[src/sv/pid_speed_controller_unit_assert.svh]
// Assertion macros used by the controller's top-level RTL file.
`ifndef PID_SPEED_CONTROLLER_UNIT_ASSERT_SVH
`define PID_SPEED_CONTROLLER_UNIT_ASSERT_SVH

// Same-cycle implication, disabled while reset is asserted.
`define PIDSC_ASSERT_IMPL(lbl, ck, rn, ante, cons) \
    lbl: assert property (@(posedge ck) disable iff (!rn) (ante) |-> (cons)) \
        else $error("pidsc: same-cycle check failed");

// Next-cycle implication, disabled while reset is asserted.
`define PIDSC_ASSERT_NEXT(lbl, ck, rn, ante, cons) \
    lbl: assert property (@(posedge ck) disable iff (!rn) (ante) |=> (cons)) \
        else $error("pidsc: next-cycle check failed");

`endif

[src/sv/pidsc_pkg.sv]
package pidsc_pkg;

    localparam int FRACTION_BITS = 8;
    localparam int DATA_W        = 16;
    localparam int ACC_W         = DATA_W + FRACTION_BITS;
    localparam int DIFF_W        = DATA_W + 1;
    localparam int PROD_W        = DATA_W + DIFF_W;
    localparam int SUM_W         = ((PROD_W > ACC_W) ? PROD_W : ACC_W) + 3;
    localparam int TIME_W        = 32;

    localparam int APB_DATA_W = 32;
    localparam int REG_COUNT  = 8;
    localparam int REG_IDX_W  = $clog2(REG_COUNT);
    localparam int APB_ADDR_W = REG_IDX_W + 2;

    localparam logic [REG_IDX_W-1:0] REG_GAIN_P_ERROR    = 3'd0;
    localparam logic [REG_IDX_W-1:0] REG_GAIN_P_MEASURE  = 3'd1;
    localparam logic [REG_IDX_W-1:0] REG_GAIN_INTEGRAL   = 3'd2;
    localparam logic [REG_IDX_W-1:0] REG_GAIN_DERIVATIVE = 3'd3;
    localparam logic [REG_IDX_W-1:0] REG_LIMIT_LOW       = 3'd4;
    localparam logic [REG_IDX_W-1:0] REG_LIMIT_HIGH      = 3'd5;
    localparam logic [REG_IDX_W-1:0] REG_SAMPLE_PERIOD   = 3'd6;
    localparam logic [REG_IDX_W-1:0] REG_INVERT_OUTPUT   = 3'd7;

    localparam logic [DATA_W-1:0] RST_LIMIT_LOW     = 16'd10;
    localparam logic [DATA_W-1:0] RST_LIMIT_HIGH    = 16'd9990;
    localparam logic [DATA_W-1:0] RST_SAMPLE_PERIOD = 16'd100;
    localparam logic              RST_INVERT_OUTPUT = 1'b1;
    localparam logic [DATA_W-1:0] DRIVE_FULL_SCALE  = 16'd10000;

    typedef struct packed {
        logic signed [DATA_W-1:0] measurement;
        logic signed [DATA_W-1:0] target;
        logic [TIME_W-1:0]        now_ms;
        logic                     auto_mode;
    } sample_t;

    typedef struct packed {
        logic [DATA_W-1:0] drive_value;
        logic [DATA_W-1:0] control_output;
    } result_t;

    typedef struct packed {
        logic signed [DATA_W-1:0] gain_p_error;
        logic signed [DATA_W-1:0] gain_p_measure;
        logic signed [DATA_W-1:0] gain_integral;
        logic signed [DATA_W-1:0] gain_derivative;
        logic [DATA_W-1:0]        limit_low;
        logic [DATA_W-1:0]        limit_high;
        logic [DATA_W-1:0]        sample_period;
        logic                     invert_output;
    } cfg_t;

    typedef struct packed {
        logic [ACC_W-1:0]         integral_sum;
        logic signed [DATA_W-1:0] prev_meas;
        logic [DATA_W-1:0]        prev_output;
        logic [TIME_W-1:0]        prev_time;
        logic                     auto_active;
        logic                     first_pending;
    } state_t;

    typedef struct packed {
        logic              rising;
        logic              compute;
        logic [ACC_W-1:0]  bump_integral;
        logic [ACC_W-1:0]  new_integral;
        logic [DATA_W-1:0] ctl;
        logic [DATA_W-1:0] drive;
    } calc_t;

    // Upper limit is tested first, so crossed limits give one of the two limits.
    function automatic logic [ACC_W-1:0] clamp_limits(
        input logic signed [SUM_W-1:0] v,
        input logic [DATA_W-1:0]       lo,
        input logic [DATA_W-1:0]       hi
    );
        logic signed [SUM_W-1:0] hi_s;
        logic signed [SUM_W-1:0] lo_s;
        logic [ACC_W-1:0]        res;
        hi_s = $signed({{(SUM_W-ACC_W){1'b0}}, hi, {FRACTION_BITS{1'b0}}});
        lo_s = $signed({{(SUM_W-ACC_W){1'b0}}, lo, {FRACTION_BITS{1'b0}}});
        if (v > hi_s)
        begin
            res = hi_s[ACC_W-1:0];
        end
        else if (v < lo_s)
        begin
            res = lo_s[ACC_W-1:0];
        end
        else
        begin
            res = v[ACC_W-1:0];
        end
        return res;
    endfunction

endpackage

[src/sv/pid_speed_controller_unit.sv]
// PID speed controller, proportional on error and on measurement, fixed point.
// Sample requests (measurement, target, now_ms, auto_mode) enter on the
// sample channel; each request that computes gives one result request
// (drive_value, control_output) on the result channel, others give none.
// Gains, limits, sample period and inversion sit in APB registers at 4*index;
// write them only while no request is in flight.
// An accepted request is registered in the input register, processed in the
// stage that follows and its result lands in the result register. Throughput
// is one request per cycle while the result register has room: the four gain
// products, the integral add-and-clamp and the output add-and-clamp all sit in
// the single stage between the input register and the result register, which
// also updates the integral feedback for every retired request.
// When the result receiver stalls, a waiting result holds; the stage behind it
// still retires requests that give no result, and sample_ready drops only
// when a computing request finds the result register full.
// Reset clears both valid flags, the controller state (integral, last
// measurement, last output, last time, auto flag) and sets the first-sample
// flag, so the first automatic request after reset always computes; the
// configuration registers return to their documented defaults.
`include "pid_speed_controller_unit_assert.svh"

module pid_speed_controller_unit (
    input  logic                               clk,
    input  logic                               rst_n,
    input  logic                               psel,
    input  logic                               penable,
    input  logic                               pwrite,
    input  logic [pidsc_pkg::APB_ADDR_W-1:0]   paddr,
    input  logic [pidsc_pkg::APB_DATA_W-1:0]   pwdata,
    output logic [pidsc_pkg::APB_DATA_W-1:0]   prdata,
    output logic                               pready,
    input  logic                               sample_valid,
    output logic                               sample_ready,
    input  pidsc_pkg::sample_t                 sample,
    output logic                               result_valid,
    input  logic                               result_ready,
    output pidsc_pkg::result_t                 result
);
    import pidsc_pkg::*;

    cfg_t    cfg;
    calc_t   calc;
    sample_t s1_reg;
    logic    s1_valid_reg;
    state_t  state_reg;
    state_t  state_next;
    result_t result_reg;
    logic    result_valid_reg;
    logic    out_free;
    logic    s1_fire;

    pidsc_apb_regs u_regs (
        .clk     (clk),
        .rst_n   (rst_n),
        .psel    (psel),
        .penable (penable),
        .pwrite  (pwrite),
        .paddr   (paddr),
        .pwdata  (pwdata),
        .prdata  (prdata),
        .pready  (pready),
        .cfg     (cfg)
    );

    pidsc_calc u_calc (
        .sample (s1_reg),
        .cfg    (cfg),
        .state  (state_reg),
        .calc   (calc)
    );

    // The stage retires its request unless it has a result and nowhere to put it.
    assign out_free     = !result_valid_reg || result_ready;
    assign s1_fire      = s1_valid_reg && (!calc.compute || out_free);
    assign sample_ready = !s1_valid_reg || s1_fire;
    assign result_valid = result_valid_reg;
    assign result       = result_reg;

    // Controller state follows every retired request, not only computing ones.
    always_comb
    begin
        state_next = state_reg;
        if (s1_fire)
        begin
            state_next.auto_active = s1_reg.auto_mode;
            if (calc.rising)
            begin
                state_next.prev_meas    = s1_reg.measurement;
                state_next.integral_sum = calc.bump_integral;
            end
            if (calc.compute)
            begin
                state_next.integral_sum  = calc.new_integral;
                state_next.prev_meas     = s1_reg.measurement;
                state_next.prev_output   = calc.ctl;
                state_next.prev_time     = s1_reg.now_ms;
                state_next.first_pending = 1'b0;
            end
        end
    end

    always_ff @(posedge clk or negedge rst_n)
    begin
        if (!rst_n)
        begin
            s1_valid_reg            <= 1'b0;
            result_valid_reg        <= 1'b0;
            state_reg.integral_sum  <= '0;
            state_reg.prev_meas     <= '0;
            state_reg.prev_output   <= '0;
            state_reg.prev_time     <= '0;
            state_reg.auto_active   <= 1'b0;
            state_reg.first_pending <= 1'b1;
        end
        else
        begin
            if (sample_ready)
            begin
                s1_valid_reg <= sample_valid;
            end
            if (s1_fire && calc.compute)
            begin
                result_valid_reg <= 1'b1;
            end
            else if (result_ready)
            begin
                result_valid_reg <= 1'b0;
            end
            state_reg <= state_next;
        end
    end

    always_ff @(posedge clk)
    begin
        if (sample_valid && sample_ready)
        begin
            s1_reg <= sample;
        end
        if (s1_fire && calc.compute)
        begin
            result_reg.drive_value    <= calc.drive;
            result_reg.control_output <= calc.ctl;
        end
    end

    // Once the first computation has happened the flag never returns.
    `PIDSC_ASSERT_NEXT(a_first_once, clk, rst_n, !state_reg.first_pending,
                       !state_reg.first_pending)

    // A manual-mode request never produces a result.
    `PIDSC_ASSERT_IMPL(a_manual_silent, clk, rst_n,
                       s1_valid_reg && !s1_reg.auto_mode, !calc.compute)

    // With ordered limits, a new output lies between them.
    `PIDSC_ASSERT_NEXT(a_output_in_limits, clk, rst_n,
                       s1_fire && calc.compute && (cfg.limit_low <= cfg.limit_high),
                       (result_reg.control_output >= $past(cfg.limit_low)) &&
                       (result_reg.control_output <= $past(cfg.limit_high)))

    // The last-computation time moves only together with a fresh result.
    `PIDSC_ASSERT_IMPL(a_time_with_result, clk, rst_n,
                       !$stable(state_reg.prev_time), result_valid_reg)

endmodule

[src/sv/pidsc_apb_regs.sv]
module pidsc_apb_regs (
    input  logic                               clk,
    input  logic                               rst_n,
    input  logic                               psel,
    input  logic                               penable,
    input  logic                               pwrite,
    input  logic [pidsc_pkg::APB_ADDR_W-1:0]   paddr,
    input  logic [pidsc_pkg::APB_DATA_W-1:0]   pwdata,
    output logic [pidsc_pkg::APB_DATA_W-1:0]   prdata,
    output logic                               pready,
    output pidsc_pkg::cfg_t                    cfg
);
    import pidsc_pkg::*;

    cfg_t                 cfg_reg;
    logic [REG_IDX_W-1:0] reg_idx;
    logic                 wr_en;

    assign reg_idx = paddr[APB_ADDR_W-1:2];
    assign wr_en   = psel && penable && pwrite;
    assign pready  = 1'b1;
    assign cfg     = cfg_reg;

    always_ff @(posedge clk or negedge rst_n)
    begin
        if (!rst_n)
        begin
            cfg_reg.gain_p_error    <= '0;
            cfg_reg.gain_p_measure  <= '0;
            cfg_reg.gain_integral   <= '0;
            cfg_reg.gain_derivative <= '0;
            cfg_reg.limit_low       <= RST_LIMIT_LOW;
            cfg_reg.limit_high      <= RST_LIMIT_HIGH;
            cfg_reg.sample_period   <= RST_SAMPLE_PERIOD;
            cfg_reg.invert_output   <= RST_INVERT_OUTPUT;
        end
        else if (wr_en)
        begin
            case (reg_idx)
                REG_GAIN_P_ERROR:    cfg_reg.gain_p_error    <= $signed(pwdata[DATA_W-1:0]);
                REG_GAIN_P_MEASURE:  cfg_reg.gain_p_measure  <= $signed(pwdata[DATA_W-1:0]);
                REG_GAIN_INTEGRAL:   cfg_reg.gain_integral   <= $signed(pwdata[DATA_W-1:0]);
                REG_GAIN_DERIVATIVE: cfg_reg.gain_derivative <= $signed(pwdata[DATA_W-1:0]);
                REG_LIMIT_LOW:       cfg_reg.limit_low       <= pwdata[DATA_W-1:0];
                REG_LIMIT_HIGH:      cfg_reg.limit_high      <= pwdata[DATA_W-1:0];
                REG_SAMPLE_PERIOD:   cfg_reg.sample_period   <= pwdata[DATA_W-1:0];
                REG_INVERT_OUTPUT:   cfg_reg.invert_output   <= pwdata[0];
                default:             cfg_reg <= cfg_reg;
            endcase
        end
    end

    // Gains read back sign-extended, the other registers zero-extended.
    always_comb
    begin
        case (reg_idx)
            REG_GAIN_P_ERROR:    prdata = APB_DATA_W'(cfg_reg.gain_p_error);
            REG_GAIN_P_MEASURE:  prdata = APB_DATA_W'(cfg_reg.gain_p_measure);
            REG_GAIN_INTEGRAL:   prdata = APB_DATA_W'(cfg_reg.gain_integral);
            REG_GAIN_DERIVATIVE: prdata = APB_DATA_W'(cfg_reg.gain_derivative);
            REG_LIMIT_LOW:       prdata = {{(APB_DATA_W-DATA_W){1'b0}}, cfg_reg.limit_low};
            REG_LIMIT_HIGH:      prdata = {{(APB_DATA_W-DATA_W){1'b0}}, cfg_reg.limit_high};
            REG_SAMPLE_PERIOD:   prdata = {{(APB_DATA_W-DATA_W){1'b0}}, cfg_reg.sample_period};
            REG_INVERT_OUTPUT:   prdata = {{(APB_DATA_W-1){1'b0}}, cfg_reg.invert_output};
            default:             prdata = '0;
        endcase
    end

endmodule

[src/sv/pidsc_calc.sv]
module pidsc_calc (
    input  pidsc_pkg::sample_t sample,
    input  pidsc_pkg::cfg_t    cfg,
    input  pidsc_pkg::state_t  state,
    output pidsc_pkg::calc_t   calc
);
    import pidsc_pkg::*;

    logic                     rising;
    logic [TIME_W-1:0]        elapsed;
    logic                     due;
    logic signed [DATA_W-1:0] base_meas;
    logic [ACC_W-1:0]         bump;
    logic [ACC_W-1:0]         base_integral;
    logic signed [DIFF_W-1:0] error;
    logic signed [DIFF_W-1:0] dmeas;
    logic signed [PROD_W-1:0] prod_i;
    logic signed [PROD_W-1:0] prod_m;
    logic signed [PROD_W-1:0] prod_e;
    logic signed [PROD_W-1:0] prod_d;
    logic signed [SUM_W-1:0]  acc_sum;
    logic signed [SUM_W-1:0]  out_sum;
    logic [ACC_W-1:0]         acc_clamped;
    logic [ACC_W-1:0]         out_clamped;
    logic [DATA_W-1:0]        ctl;

    // A rising auto flag restarts from the last output and current measurement.
    assign rising        = sample.auto_mode && !state.auto_active;
    assign bump          = clamp_limits(
                               $signed({{(SUM_W-ACC_W){1'b0}}, state.prev_output,
                                        {FRACTION_BITS{1'b0}}}),
                               cfg.limit_low, cfg.limit_high);
    assign base_integral = rising ? bump : state.integral_sum;
    assign base_meas     = rising ? sample.measurement : state.prev_meas;

    assign elapsed = sample.now_ms - state.prev_time;
    assign due     = state.first_pending ||
                     (elapsed >= {{(TIME_W-DATA_W){1'b0}}, cfg.sample_period});

    assign error = $signed({sample.target[DATA_W-1], sample.target})
                 - $signed({sample.measurement[DATA_W-1], sample.measurement});
    assign dmeas = $signed({sample.measurement[DATA_W-1], sample.measurement})
                 - $signed({base_meas[DATA_W-1], base_meas});

    // A zero gain gives a zero product, so no separate disable is needed.
    assign prod_i = cfg.gain_integral   * error;
    assign prod_m = cfg.gain_p_measure  * dmeas;
    assign prod_e = cfg.gain_p_error    * error;
    assign prod_d = cfg.gain_derivative * dmeas;

    assign acc_sum     = $signed({{(SUM_W-ACC_W){1'b0}}, base_integral})
                       + SUM_W'(prod_i) - SUM_W'(prod_m);
    assign acc_clamped = clamp_limits(acc_sum, cfg.limit_low, cfg.limit_high);

    assign out_sum     = $signed({{(SUM_W-ACC_W){1'b0}}, acc_clamped})
                       + SUM_W'(prod_e) - SUM_W'(prod_d);
    assign out_clamped = clamp_limits(out_sum, cfg.limit_low, cfg.limit_high);
    assign ctl         = out_clamped[ACC_W-1:FRACTION_BITS];

    always_comb
    begin
        calc.rising        = rising;
        calc.compute       = sample.auto_mode && due;
        calc.bump_integral = bump;
        calc.new_integral  = acc_clamped;
        calc.ctl           = ctl;
        if (!cfg.invert_output)
        begin
            calc.drive = ctl;
        end
        else if (ctl >= DRIVE_FULL_SCALE)
        begin
            calc.drive = '0;
        end
        else
        begin
            calc.drive = DRIVE_FULL_SCALE - ctl;
        end
    end

endmodule

[config.mk]
export PLATFORM = sky130hd
export DESIGN_NAME = pid_speed_controller_unit
export DESIGN_NICKNAME = d
export VERILOG_FILES = /design/src/sv/pidsc_pkg.sv /design/src/sv/pid_speed_controller_unit.sv /design/src/sv/pidsc_apb_regs.sv /design/src/sv/pidsc_calc.sv
export VERILOG_INCLUDE_DIRS = /design/src /design/src/sv
export SDC_FILE = /design/constraint.sdc
export NUM_CORES = 2
export LEC_CHECK = 0
export ABC_AREA = 1
export BUFFER_PORTS_ARGS = -buffer_cell sky130_fd_sc_hd__buf_2
export CAP_MARGIN = 20
export CORE_UTILIZATION = 60
export CTS_CLUSTER_SIZE = 40
export DETAILED_ROUTE_END_ITERATION = 7
export GPL_TIMING_DRIVEN = 0
export PLACE_DENSITY = 0.77
export SLEW_MARGIN = 20
export SYNTH_ARGS = -nofsm -noshare
export SYNTH_HDL_FRONTEND = slang
export SYNTH_HIERARCHICAL = 1
export SYNTH_SLANG_ARGS = --single-unit
[constraint.sdc]
create_clock -name clk -period 25.5 [get_ports clk]
set_input_delay 5.1 -clock clk [delete_from_list [all_inputs] [get_ports clk]]
set_output_delay 5.1 -clock clk [all_outputs]
set_load 0.02 [all_outputs]
==> results.txt <==
Status = completed
Die Height = 330 um
Synth-to-layout area growth = 5.98%
Post-synth top flop = dfrtp_1
Slew headroom = 0.122
Slowest cell delay on critical path = 0.97 ns
# H-tree levels = 1
Finished Cell Area = 0.0682 mm2
DR iter-0 viols = 5,950
R2R Path Start = s1_reg[0]$_DFFE_PP_
Layout Skew = 0.0359 ns
Post-synth ARST share = 0.679
R2R Setup Slk = 0.46 ns
# clock sinks = 302
Netlist cell types = 60
Via/cell ratio = 5.75
Synthesized flop and latch total = 302
DIE WIDTH = 330 um
GP Congestion = 1.07
Die area = 0.109 mm2
Max-cap violation count = 0
Initial antenna violation count = 13
Cts hold-fix bufs = 0
Ys Warns = 6
First-pass GRT wire length = 352 mm
Max-slew violations = 0
Hold Crit Depth = 2
Share of cells above drive strength 1 = 0.0626
Grt total ovfl = 0
Clock-pin slew on the worst setup and hold paths = 0.07 ns
Fin crit share = 0.982
First drt pass iteration count = 7
Final ANT Viol Nets = 0
Slowest CP cell = o22ai_1
Residual DRC count = 0
Placed Area = 0.0671 mm2
Vias in the first global route = 54,542
Max reg flops = 113
Starting Density = 0.608
CTS tree = done
Post-Syn Area = 0.0644 mm2
Most frequent CP cell = nand2_1
Syn avg cell area = 8.32 um2
DRT Wirelength = 239 mm
Num CTS Buffers = 31
Path depth of the worst reg2reg path = 93
Avg WL per Cell = 25.5 um
Hold Violations, Final = 0
Max Freq = 39.9 MHz
Critical path required time = 25.88 ns
Worst hold path type = register to register
WP data arrival = 25.42 ns
Post-synthesis sequential area ratio = 0.125
Critical-path maximum fanout = 10
Crit start category = register
IO buf count = 155
Setup crit end kind = register
Core Footprint = 0.106 mm2
Clock latency on the worst-skew pair = 0.63 ns
Hold path endpoint = state_reg[0]$_DFFE_PN1P_
Layout net count = 9,865
Post-synth EDFFs = 97
Detailed placement HPWL = 205 mm
Largest net degree at the start of global routing = 94
Floorplan row count = 119
Gr usage total = 0.453
Hold_sp = state_reg[0]$_DFFE_PN1P_
Clk root buf = clkbuf_16
Longest Clk Path Bufs = 3
Number of top-level pins = 176
Final Critical Period = 25.04 ns
FF-to-FF End = result[20]$_DFFE_PP_
Actual slew at the worst max-slew pin = 1.32 ns
Via count = 53,874
Mapped Cells = 7,742
Setup CP Type = register to register
Final setup fails = 0
==> synth_stat cells (34+ instances only) <==
library cell / n / area share
a21oi_1: 224 / 0.017
buf_2: 46 / 0.0036
buf_4: 37 / 0.0043
clkbuf_1: 191 / 0.011
dfrtp_1: 192 / 0.075
edfxtp_1: 97 / 0.045
fa_1: 1309 / 0.41
ha_1: 500 / 0.097
inv_1: 1886 / 0.11
nand2_1: 1605 / 0.094
nand2_2: 34 / 0.0033
nand3_1: 158 / 0.012
nand4_1: 121 / 0.012
nor2_1: 786 / 0.046
nor3_1: 39 / 0.0030
o21ai_0: 125 / 0.0097
xnor2_1: 49 / 0.0067
xor2_1: 63 / 0.0086
==> routing by layer <==
metal	up-vias	global-route usage	routed length [um]
li1	23234	-	-
met2	3121	0.668	101000
met1	26825	0.595	90200
met5	-	0	135
met4	18	0.271	18800
met3	676	0.131	28800
==> worst max-delay path, delay by kind of cell (launching register included) <==
family | cells | cell delay [ns]
fa+ha+maj | 21 | 9.67
simple gates | 36 | 5.84
compound gates | 14 | 4.31
buf+inv | 20 | 3.19
xor+xnor | 2 | 1.32
flops | 1 | 0.40
==> stage by stage <==
| stage | worst slack (ns) | hold WS (ns) | cells | TNS, ns | utilization |
|---|---|---|---|---|---|
| CTS | 0.359 | 0.458 | 9358 | 0 | 0.643 |
| finish | 0.461 | 0.458 | 9371 | 0 | 0.645 |
| floorplan | 6.86 | 0.432 | 7749 | 0 | - |
| global route | -0.0195 | 0.467 | 9363 | -0.143 | 0.644 |
| global placement | -0.339 | 0.440 | 9295 | -3.96 | 0.632 |
| detailed placement | -0.397 | 0.446 | 9301 | -4.75 | 0.634 |
==> cells by family after synthesis <==
family	Yosys count	share of synthesized area
AO/OA/AOI/OAI	485	0.0426
XOR/XNOR	112	0.0152
adder cells (fa/ha/maj)	1809	0.504
buffers and inverters	2210	0.134
flip-flops	302	0.125
other	2	0.000117
AND/OR/NAND/NOR	2822	0.179
==> cells in the final DEF, fill, tap and decap left out, types with 8 or more instances in the layout <==
cell type / count
clkbuf_16: 31
a21o_1: 8
clkinv_1: 16
nand2_1: 1604
inv_2: 14
nor3_2: 8
dfstp_2: 13
a31oi_1: 9
nand3_1: 158
buf_2: 200
o21ai_2: 16
conb_1: 9
diode_2: 8
clkbuf_2: 23
o21ai_1: 19
o22ai_2: 8
o211ai_1: 19
nor2_1: 785
nand2_2: 35
nand4_1: 121
xor2_1: 62
nor2_2: 17
nand3_2: 8
buf_4: 40
inv_1: 1884
buf_6: 16
a21oi_1: 224
or2_2: 27
nor3_1: 37
edfxtp_1: 97
o21ai_0: 125
o22ai_1: 9
fa_1: 1309
clkbuf_1: 175
dfrtp_1: 192
xnor2_1: 47
ha_1: 500
==> cell type report <==
class	instances	area [um2]
Clock inverter	10	77.6
Buffer	292	1440
Multi-Input combinational cell	5237	47800
Clock buffer	48	913
Antenna cell	8	20.0
Tap cell	1391	1740
Inverter	1917	7200
Sequential cell	302	8060
Fill cell	9219	37600
Timing Repair Buffer	166	948
==> how the worst max path moves through the flow <==
stage                        startpoint                    to  slack [ns]  cells past startpoint
2_1_floorplan  state_reg[1]$_DFFE_PN0P_  result[19]$_DFFE_PP_        6.86                    104
4_1_cts             s1_reg[0]$_DFFE_PP_  result[20]$_DFFE_PP_        0.36                    104
6_report            s1_reg[0]$_DFFE_PP_  result[20]$_DFFE_PP_        0.46                     93
5_1_grt             s1_reg[0]$_DFFE_PP_  result[23]$_DFFE_PP_       -0.02                    102
3_5_place_dp        s1_reg[0]$_DFFE_PP_  result[21]$_DFFE_PP_       -0.40                    105
3_3_place_gp        s1_reg[0]$_DFFE_PP_  result[19]$_DFFE_PP_       -0.34                    105
==> what timing repair did <==
action	in CTS	in global routing
setup buffers	0	4
hold endpoints to repair	0	0
resized for setup	2	23
endpoints found under the setup margin	14	16
Power is not shown: default switching activity piles up to over one toggle a cycle in this logic, so the estimate is an artifact.
